==> src/hdl/mlp_mac.sv <==
// shared multiply-accumulate unit with saturation and requantization
`default_nettype none
module mlp_mac (
    input  wire logic               aclk,
    input  wire logic               clr,
    input  wire logic               add_en,
    input  wire logic signed [15:0] w,
    input  wire logic signed [15:0] x,
    input  wire logic               bias_en,
    input  wire logic signed [15:0] bias,
    output logic signed [15:0]      z
);
    logic signed [31:0] prod_reg;
    logic signed [31:0] acc_reg;
    logic signed [32:0] sum;
    logic signed [32:0] rnd;

    always_comb begin
        if (bias_en) sum = 33'(acc_reg) + 33'(signed'({bias, 12'd0}));
        else         sum = 33'(acc_reg) + 33'(prod_reg);
        rnd = 33'(acc_reg) + 33'sd2048;
        // floor of rnd / 4096 saturated to 16 bits
        if (rnd > 33'sd134217727)       z = 16'sd32767;
        else if (rnd < -33'sd134217728) z = -16'sd32768;
        else                            z = rnd[27:12];
    end

    always_ff @(posedge aclk) begin
        prod_reg <= w * x;
        if (clr) acc_reg <= '0;
        else if (add_en || bias_en) begin
            if (sum > 33'sd2147483647)        acc_reg <= 32'sh7fffffff;
            else if (sum < -33'sd2147483648)  acc_reg <= 32'sh80000000;
            else                              acc_reg <= sum[31:0];
        end
    end
endmodule
`default_nettype wire

==> config.mk <==
export PLATFORM = sky130hd
export DESIGN_NAME = mlp_mac
export DESIGN_NICKNAME = d
export VERILOG_FILES = /design/src/hdl/mlp_mac.sv
export SDC_FILE = /design/constraint.sdc
export NUM_CORES = 1
export LEC_CHECK = 0
export BUFFER_PORTS_ARGS = -buffer_cell sky130_fd_sc_hd__buf_2
export CORE_ASPECT_RATIO = 0.75
export CORE_MARGIN = 4
export CORE_UTILIZATION = 45
export CTS_CLUSTER_SIZE = 10
export DETAILED_ROUTE_END_ITERATION = 10
export MAX_ROUTING_LAYER = met4
export PLACE_DENSITY = 0.67
export SYNTH_ARGS = -nofsm -noshare
export SYNTH_HDL_FRONTEND = slang
export SYNTH_SLANG_ARGS = --single-unit
==> constraint.sdc <==
create_clock -name aclk -period 7.9 [get_ports aclk]
set_input_delay 1.185 -clock aclk [delete_from_list [all_inputs] [get_ports aclk]]
set_output_delay 1.185 -clock aclk [all_outputs]
set_load 0.01 [all_outputs]
==> run metrics <==
initial DRC count 779; first-pass GRT wire length 66000 um; WP data arrival 7.34 ns; nets between 2000 and 2500; filler cell count about 3300; largest net degree at the start of global routing 45; Tmin final 7.11 ns; Synth Area in Simple Gates 17.0%; total CTS buffers 9; multiplexer share of the synthesized area 0.316%; initial antenna violation count 0; final hold violation count 0; post-route ant nets 0; xor and xnor area share after synthesis around 4.6%; die extent in x 225 um; Worst Tran Pin Value 1.09 ns; startpoint types input port; PnR worst setup slack 0.789 ns; area of the multi-input gates 0.0130 sq mm; FMAX 141 MHz; Non-Filler Instances 2361; Mapped Area 0.0158 sq mm; FF+latch area 0.00128 sq mm; status complete, no violations; Cell Rows 59; WL final 37200 um; Setup Buffers After CTS 0; die footprint between 0.03 and 0.04 sq mm; DP Cell Count 2346; most frequent cells in the layout inv_1, fa_1, nand2_1, ha_1, and2_1; hold_buf cts 0; clock sink total 64; worst path buffer plus inverter count 5; number of synthesized flops with an enable pin 0; Starting Density between 40% and 50%; Crit. End Element register; clk_skew 0.0110 ns; antenna cells 0; Setup-failing EPs final 0; HP Class reg2reg; Slew Viols, Final 0; global route overflow 0; total global routing track utilization 21.2%; FFs w/ async S/R, synth 0%; Synth Area in Compound Gates 14.3%; die height ~170 um; Mapped Cells about 1900; CP max FO 16; Slew Limit Headroom approximately 27%; I/O pins 68; Port Buffer Count 67; syn nets 2339; Area Growth Syn to Fin 6.44%; root buf cell clkbuf_16; vias in the first global route 13600; mean post-synth cell area 8.39 sq um; via count 12700; adder-cell share of the synthesized area 45.6%; dpl hpwl 30900 um; CTS H-Tree Depth 3; Yosys reg bits 64; Clock Latency Late Sink 0.34 ns; residual DRC count 0; DP Worst Slack 0.489 ns; layout cell share with drive strength beyond 1 5.46%; core area between 0.03 and 0.04 sq mm; most frequent CP cell fa_1; TritonRoute pass-1 iters 4; critical path's top delay family adder cells; TritonCTS clock tree done; synth warn 0; MaxCap Viol Count 0; RSZ-0062 raised after global routing false; post-synthesis cell type count 70; routability cong. between 0.9 and 1; Clock transition at path regs 0.06 ns; Clock Path Buffers 2; Setup Crit Path Kind in2reg; CP max stage delay 0.55 ns; fin crit share 90.0%; Slowest-stage cell, CP fa_1; Vias/cell 5.39; WL per Instance 15.7 um; Post-Route Setup TNS 0 ns; main combinational cell family by area after synthesis adder cells; Worst EP required 8.12 ns; post-CTS resize count 0; most common cell after layout, fill and taps aside inv_1; crit path cell chain buf_2 -> and2_1 -> fa_1 -> inv_1 -> fa_1 -> inv_1 -> fa_1 -> fa_1 -> fa_1 -> inv_1 -> fa_1 -> inv_1 -> ha_1 -> and3_1 -> a31oi_1 -> o21ai_0 -> a31oi_1 -> o21ai_0 -> a211oi_1 -> a21o_1 -> nor3_1 -> a311o_1; register area share after synthesis 8.09%; Top FF cell, synth dfxtp_1
[tightest hold or removal path: stages, from the launching register on]
cell      delay [ns]
dfxtp_1         0.34
nor2_1          0.11
a211oi_1        0.05
[cell families after synthesis]
kind of cell / Yosys count
AND/OR/NAND/NOR: 544
multiplexers: 5
XOR/XNOR: 84
AO/OA/AOI/OAI: 343
flip-flops: 64
adder cells (fa/ha/maj): 423
buffers and inverters: 424
[stage by stage]
stage / hold slack (ns) / area (sq um) / utilization (%)
floorplan: 0.504 / 15800 / -
global placement: 0.533 / 16500 / 47.7
detailed placement: 0.544 / 16500 / 47.7
CTS: 0.551 / 16900 / 48.6
global route: 0.568 / 16900 / 48.6
finish: 0.545 / 16900 / 48.6
[synthesized netlist by cell type (19+ instances only)]
cell / instances / area [sq um]
inv_1: 352 / 1320
and3_1: 24 / 150
dfxtp_1: 64 / 1280
xnor2_1: 62 / 543
o21ai_0: 66 / 330
ha_1: 136 / 1700
a21oi_1: 79 / 395
nand3_1: 19 / 95.1
clkbuf_1: 67 / 251
nor2_1: 112 / 420
fa_1: 264 / 5290
a211oi_1: 46 / 345
xor2_1: 22 / 193
and2_1: 126 / 788
nand2_1: 178 / 668
a21o_1: 35 / 263
maj3_1: 23 / 230
[final timing paths]
kind | from | slack [ns] | endpoint | cells past startpoint
max reg2reg | acc_reg[12] | 3.93 | acc_reg[29] | 12
min | acc_reg[9] | 0.55 | acc_reg[9] | 2
min reg2reg | acc_reg[9] | 0.55 | acc_reg[9] | 2
max | w[7] | 0.79 | prod_reg[28] | 22
[layout make-up]
type	count	area share, %
clock buffer	12	1.52
inverter	352	7.84
clock inverter	3	0.386
sequential	64	7.60
timing repair buffer	74	2.30
tap	457	3.39
multi-input combinational	1399	77.0
[layer usage]
layer | global-route usage (%) | part of all wire [%] | vias up
met2 | 34.8 | 47 | 242
met1 | 29.1 | 48 | 6339
met3 | 2.90 | 3.7 | 41
li1 | - | - | 6110
met4 | 2.93 | 1.2 | 0
met5 | - | 0 | -
Power is left out: the tool's default activity adds up to more than one toggle a clock period on the data nets, which glitch-free logic cannot reach.
