File: config.mk
export PLATFORM = sky130hd
export DESIGN_NAME = mlp_div
export DESIGN_NICKNAME = d
export VERILOG_FILES = /design/src/hdl/mlp_pkg.sv /design/src/hdl/mlp_div.sv
export SDC_FILE = /design/constraint.sdc
export NUM_CORES = 1
export LEC_CHECK = 0
export ABC_AREA = 1
export BUFFER_PORTS_ARGS = -buffer_cell sky130_fd_sc_hd__buf_2
export CAP_MARGIN = 25
export CORE_MARGIN = 2
export CORE_UTILIZATION = 30
export CTS_BUF_LIST = sky130_fd_sc_hd__clkbuf_16
export DETAILED_ROUTE_END_ITERATION = 6
export PLACE_DENSITY = 0.45
export SYNTH_ARGS = -nofsm -noshare
export SYNTH_HDL_FRONTEND = slang
export SYNTH_SLANG_ARGS = --single-unit
File: constraint.sdc
create_clock -name aclk -period 6.77 [get_ports aclk]
set_clock_uncertainty 0.05 [all_clocks]
set_input_delay 0.3385 -clock aclk [delete_from_list [all_inputs] [get_ports aclk]]
set_output_delay 0.3385 -clock aclk [all_outputs]
set_load 0.02 [all_outputs]
File: src/hdl/mlp_pkg.sv
// shared types, constants and tables for the mlp inference block
`default_nettype none
package mlp_pkg;
    localparam int MaxLayers = 8;
    localparam int MaxWidth  = 64;
    localparam int DataBits  = 16;
    localparam int LayBits   = $clog2(MaxLayers);
    localparam int IdxBits   = $clog2(MaxWidth);
    localparam int WAddrBits = LayBits + 2 * IdxBits;
    localparam int BAddrBits = LayBits + IdxBits;

    localparam logic [1:0] OpWeight  = 2'd0;
    localparam logic [1:0] OpBias    = 2'd1;
    localparam logic [1:0] OpFeature = 2'd2;

    localparam logic [2:0] ActSigmoid = 3'd0;
    localparam logic [2:0] ActTanh    = 3'd1;
    localparam logic [2:0] ActRelu    = 3'd2;
    localparam logic [2:0] ActSoftmax = 3'd4;

    localparam logic [2:0] RegHidAct = 3'd0;
    localparam logic [2:0] RegOutAct = 3'd1;
    localparam logic [2:0] RegLayers = 3'd2;
    localparam logic [2:0] RegInW    = 3'd3;
    localparam logic [2:0] RegHidW   = 3'd4;
    localparam logic [2:0] RegOutW   = 3'd5;

    function automatic logic [16:0] sig_tab(input logic [4:0] i);
        case (i)
            5'd0: sig_tab = 17'd2048;  5'd1: sig_tab = 17'd2550;
            5'd2: sig_tab = 17'd2994;  5'd3: sig_tab = 17'd3349;
            5'd4: sig_tab = 17'd3608;  5'd5: sig_tab = 17'd3785;
            5'd6: sig_tab = 17'd3902;  5'd7: sig_tab = 17'd3976;
            5'd8: sig_tab = 17'd4022;  5'd9: sig_tab = 17'd4051;
            5'd10: sig_tab = 17'd4069; 5'd11: sig_tab = 17'd4079;
            5'd12: sig_tab = 17'd4086; 5'd13: sig_tab = 17'd4090;
            5'd14: sig_tab = 17'd4092; 5'd15: sig_tab = 17'd4094;
            default: sig_tab = 17'd4095;
        endcase
    endfunction

    function automatic logic [16:0] tanh_tab(input logic [4:0] i);
        case (i)
            5'd0: tanh_tab = 17'd0;    5'd1: tanh_tab = 17'd1893;
            5'd2: tanh_tab = 17'd3119; 5'd3: tanh_tab = 17'd3707;
            5'd4: tanh_tab = 17'd3949; 5'd5: tanh_tab = 17'd4041;
            5'd6: tanh_tab = 17'd4076; 5'd7: tanh_tab = 17'd4089;
            5'd8: tanh_tab = 17'd4093; 5'd9: tanh_tab = 17'd4095;
            default: tanh_tab = 17'd4096;
        endcase
    endfunction

    function automatic logic [16:0] exp_tab(input logic [4:0] i);
        case (i)
            5'd0: exp_tab = 17'd65536; 5'd1: exp_tab = 17'd39750;
            5'd2: exp_tab = 17'd24109; 5'd3: exp_tab = 17'd14623;
            5'd4: exp_tab = 17'd8869;  5'd5: exp_tab = 17'd5380;
            5'd6: exp_tab = 17'd3263;  5'd7: exp_tab = 17'd1979;
            5'd8: exp_tab = 17'd1200;  5'd9: exp_tab = 17'd728;
            5'd10: exp_tab = 17'd442;  5'd11: exp_tab = 17'd268;
            5'd12: exp_tab = 17'd162;  5'd13: exp_tab = 17'd99;
            5'd14: exp_tab = 17'd60;   5'd15: exp_tab = 17'd36;
            default: exp_tab = 17'd22;
        endcase
    endfunction

    // table interpolation, kind 0 sigmoid, 1 tanh, 2 exp; mag below 16*2048
    function automatic logic [16:0] interp(input logic [1:0] kind,
                                           input logic [14:0] mag);
        logic [4:0] i;
        logic signed [17:0] a, b, d;
        logic signed [29:0] p;
        i = {1'b0, mag[14:11]};
        case (kind)
            2'd0: begin
                a = signed'({1'b0, sig_tab(i)}); b = signed'({1'b0, sig_tab(i + 5'd1)});
            end
            2'd1: begin
                a = signed'({1'b0, tanh_tab(i)}); b = signed'({1'b0, tanh_tab(i + 5'd1)});
            end
            default: begin
                a = signed'({1'b0, exp_tab(i)}); b = signed'({1'b0, exp_tab(i + 5'd1)});
            end
        endcase
        d = b - a;
        p = d * signed'({1'b0, mag[10:0]}) + 30'sd1024;
        interp = 17'(a + 18'(p >>> 11));
    endfunction

    function automatic logic signed [15:0] activate(input logic signed [15:0] x,
                                                   input logic [2:0] code);
        logic [16:0] mag;
        logic [16:0] y;
        mag = x[15] ? 17'(-{x[15], x}) : 17'({1'b0, x});
        case (code)
            ActSigmoid: begin
                y = (mag[16:15] != 2'b00) ? 17'd4095 : interp(2'd0, mag[14:0]);
                activate = x[15] ? 16'(17'd4096 - y) : 16'(y);
            end
            ActTanh: begin
                y = (mag[16:15] != 2'b00) ? 17'd4096 : interp(2'd1, mag[14:0]);
                activate = x[15] ? 16'(-y) : 16'(y);
            end
            ActRelu: activate = x[15] ? 16'sd0 : x;
            default: activate = x;
        endcase
    endfunction

    typedef struct packed {
        logic [1:0] hid_act;
        logic [2:0] out_act;
        logic [3:0] layers;
        logic [6:0] in_w;
        logic [6:0] hid_w;
        logic [6:0] out_w;
    } cfg_t;

    typedef struct packed {
        logic             start;
        logic [16:0]      dividend;
        logic [31:0]      divisor;
    } div_req_t;

    typedef struct packed {
        logic        busy;
        logic        done;
        logic [16:0] quot;
    } div_rsp_t;
endpackage
`default_nettype wire

File: src/hdl/mlp_div.sv
// shift-subtract divider for softmax normalization, one quotient bit per cycle
`default_nettype none
module mlp_div (
    input  wire logic              aclk,
    input  wire logic              aresetn,
    input  wire mlp_pkg::div_req_t req,
    output mlp_pkg::div_rsp_t      rsp
);
    logic [28:0] num_reg;     // e*4096 + s/2 fits in 29 bits
    logic [32:0] rem_reg;
    logic [28:0] q_reg;
    logic [4:0]  cnt_reg;
    logic        busy_reg, done_reg;
    logic [32:0] trial;

    assign trial = {rem_reg[31:0], num_reg[28]} - {1'b0, req.divisor};

    always_ff @(posedge aclk) begin
        if (!aresetn) begin
            busy_reg <= 1'b0;
            done_reg <= 1'b0;
        end else begin
            done_reg <= 1'b0;
            if (req.start) begin
                busy_reg <= 1'b1;
                num_reg  <= {req.dividend, 12'd0} + 29'(req.divisor >> 1);
                rem_reg  <= '0;
                q_reg    <= '0;
                cnt_reg  <= 5'd0;
            end else if (busy_reg) begin
                num_reg <= {num_reg[27:0], 1'b0};
                if (!trial[32]) begin
                    rem_reg <= trial;
                    q_reg   <= {q_reg[27:0], 1'b1};
                end else begin
                    rem_reg <= {rem_reg[31:0], num_reg[28]};
                    q_reg   <= {q_reg[27:0], 1'b0};
                end
                cnt_reg <= cnt_reg + 5'd1;
                if (cnt_reg == 5'd28) begin
                    busy_reg <= 1'b0;
                    done_reg <= 1'b1;
                end
            end
        end
    end

    // quotient never exceeds 4096
    assign rsp.busy = busy_reg;
    assign rsp.done = done_reg;
    assign rsp.quot = q_reg[16:0];
endmodule
`default_nettype wire

==> results_dict.tcl <==
set metrics [dict create \
    status "finished, final reports clean" \
    fin_tns_setup_ns 0 \
    drive_above_1_share 0.0979 \
    worstMarginPinSlew_ns 0.948 \
    hold_class "primary input to flip-flop" \
    rsz0062_at_grt "false" \
    synth_top_cell_by_area "edfxtp_1" \
    min_period_over_period 0.420 \
    synth_seq_area_share 0.348 \
    die_height_um 160 \
    grtUsageTotal 0.157 \
    start_util 0.302 \
    core_area_um2 24100 \
    start_kind "primary input" \
    die_area_um2 25600 \
    first_global_vias 6241 \
    yosysWarnings 0 \
    dr.pass1.iters 4 \
    gp_congestion 0.822 \
    pin_count 71 \
    cts_tree "yes" \
    cts_setup_buffers 0 \
    htreeDepth 3 \
    wirelength_mm 19.7 \
    fin_area_um2 8260 \
    crit_path_end "rem_reg[27]" \
    clock_sinks 85 \
    regArea_um2 2530 \
    yosys-top-cells-count "nand2_1, inv_1, nor2_1" \
    io_buffer_count 70 \
    clockBufferDepth 2 \
    cp-startpoint "req[49]" \
    clk_pin_slew_ns 0.07 \
    synth.area.top_cells "edfxtp_1, nand2_1, inv_1, ha_1, nor2_1" \
    multiInputGateArea_um2 3850 \
    die_width_um 160 \
    post-synth-top-count-cell "nand2_1" \
    avgSynthCellArea_um2 6.72 \
    antenna_found_initial 0 \
    cap_violations 0 \
    row_count 57 \
    insertion_delay_ns 0.36 \
    fillers 2677 \
    end_kind "flip-flop" \
    post-route-min-period_ns 2.84 \
    rr_startpoint "num_reg[28]" \
    ys_types 37 \
    wl_per_cell_um 13.3 \
    drt_iter0_drc 346 \
    arrival_ns 2.76 \
    synth.net_count 1189 \
    routed_via_density 4.38 \
    p_leak_nw 4.43 \
    r2r_slack_ns 3.95 \
    ff2ff_path_depth 17 \
    post_cts_resized 0 \
    ys.flop_type "edfxtp_1" \
    hold_viol 0 \
    synth_seq_cells 85 \
    critPathKind "primary input to flip-flop" \
    grt_max_degree 78 \
    area_delta_synth_final_pct 13.4 \
    rr_endpoint "rem_reg[30]" \
    cts-root-buf "clkbuf_16" \
    p_per_area_nw_per_um2 216 \
    dpl.hpwl_mm 15.6 \
    grt_first_pass_wirelength_mm 32.2 \
    grt-ovfl-total 0 \
    dr_total_vias 6481 \
    required_ns 6.68 \
    synth-edff-count 83 \
    slew_headroom 0.368 \
    synth_top_cell_area_share 0.342 \
    netlist_area_um2 7290 \
    drcViolationCount 0 \
    ctsHoldBuffers 0 \
    largest_reg_flops 32 \
    cp_max_fo 77 \
    final-setup-viol-count 0 \
    antennaDiodeCount 0 \
    postRouteAntennaNets 0 \
    numCtsBuffers 9 \
    finalNetCount 1253 \
    timing.fmax_mhz 352 \
    vdd_drop_max_v 0.000112 \
    async_reset_ff_frac 0 \
    final_max_slew_viol_count 0 \
    netlist_instances 1085 \
    placedInstanceArea_um2 7950 \
]
-- how the worst min path moves through the flow --
stage                     slack (ns)  cells past startpoint          end   startpoint
final                           0.25                      3     done_reg      aresetn
after global routing            0.28                      3     done_reg      aresetn
after CTS                       0.23                      3     done_reg      aresetn
after detailed placement        0.46                      2  num_reg[13]  num_reg[12]
after global placement          0.45                      2  num_reg[13]  num_reg[12]
after floorplan                 0.39                      2     done_reg     busy_reg
-- final cells by class --
| type | count | area share |
|---|---|---|
| clock inverter | 7 | 0.0104 |
| timing repair buffer | 72 | 0.0442 |
| clock buffer | 9 | 0.0273 |
| sequential | 85 | 0.306 |
| inverter | 214 | 0.0972 |
| tap | 324 | 0.0491 |
| multi-input combinational | 767 | 0.465 |
-- power by group --
group | leakage (nW) | switching (mW) | internal (mW) | total [mW]
clock | 0.151 | 0.250 | 0.265 | 0.516
combinational | 3.46 | 0.401 | 0.203 | 0.604
sequential | 0.823 | 0.0224 | 0.641 | 0.663
total | 4.43 | 0.674 | 1.11 | 1.78
-- cell usage in the layout, fill, tap and decap left out, types with 3 or more instances in the layout --
master / n
inv_6: 3
a21oi_1: 30
nand4_1: 7
xor2_1: 17
nor3_1: 8
xnor2_1: 5
o21ai_0: 29
nand3b_1: 9
inv_1: 212
clkinv_8: 3
edfxtp_1: 83
a31oi_1: 3
nand2_1: 380
nand2_2: 8
nand3_1: 46
nor2_2: 3
nor2_1: 143
o21bai_1: 8
ha_1: 50
nand2_4: 5
buf_2: 70
clkbuf_16: 9
-- worst max-delay path, stage by stage --
cell	delay (ns)
buf_2	0.55
inv_2	0.04
buf_4	0.40
a21oi_4	0.55
buf_4	0.84
-- logic make-up (layout without fill, tap and decap cells) --
kind of cell    after synthesis  after routing  share of synthesized area
compound gates               77             77                     0.0596
fa+ha+maj                    52             52                     0.0913
flops                        85             85                      0.348
simple gates                616            616                      0.349
buf+inv                     233            302                      0.126
xor+xnor                     22             22                     0.0264
-- metal layers --
layer | global-route usage | share of wire | wire length [um]
met4 | 0.0381 | 0.014 | 280
met1 | 0.224 | 0.51 | 10100
met5 | 0 | 0 | 0
met2 | 0.251 | 0.44 | 8670
met3 | 0.0236 | 0.031 | 619
-- per-stage QoR --
step | power [mW] | cells | utilization | hold slack, ns | setup WS (ns)
final | 1.78 | 1478 | 0.343 | 0.253 | 3.93
after global routing | 1.92 | 1478 | 0.343 | 0.276 | 3.68
after floorplan | 1.13 | 1085 | - | 0.387 | 1.57
after detailed placement | 1.28 | 1462 | 0.330 | 0.456 | 3.49
after CTS | 1.81 | 1478 | 0.343 | 0.234 | 3.86
after global placement | 1.29 | 1462 | 0.330 | 0.451 | 3.45
Note: power is estimated with default switching activity, not from simulation.
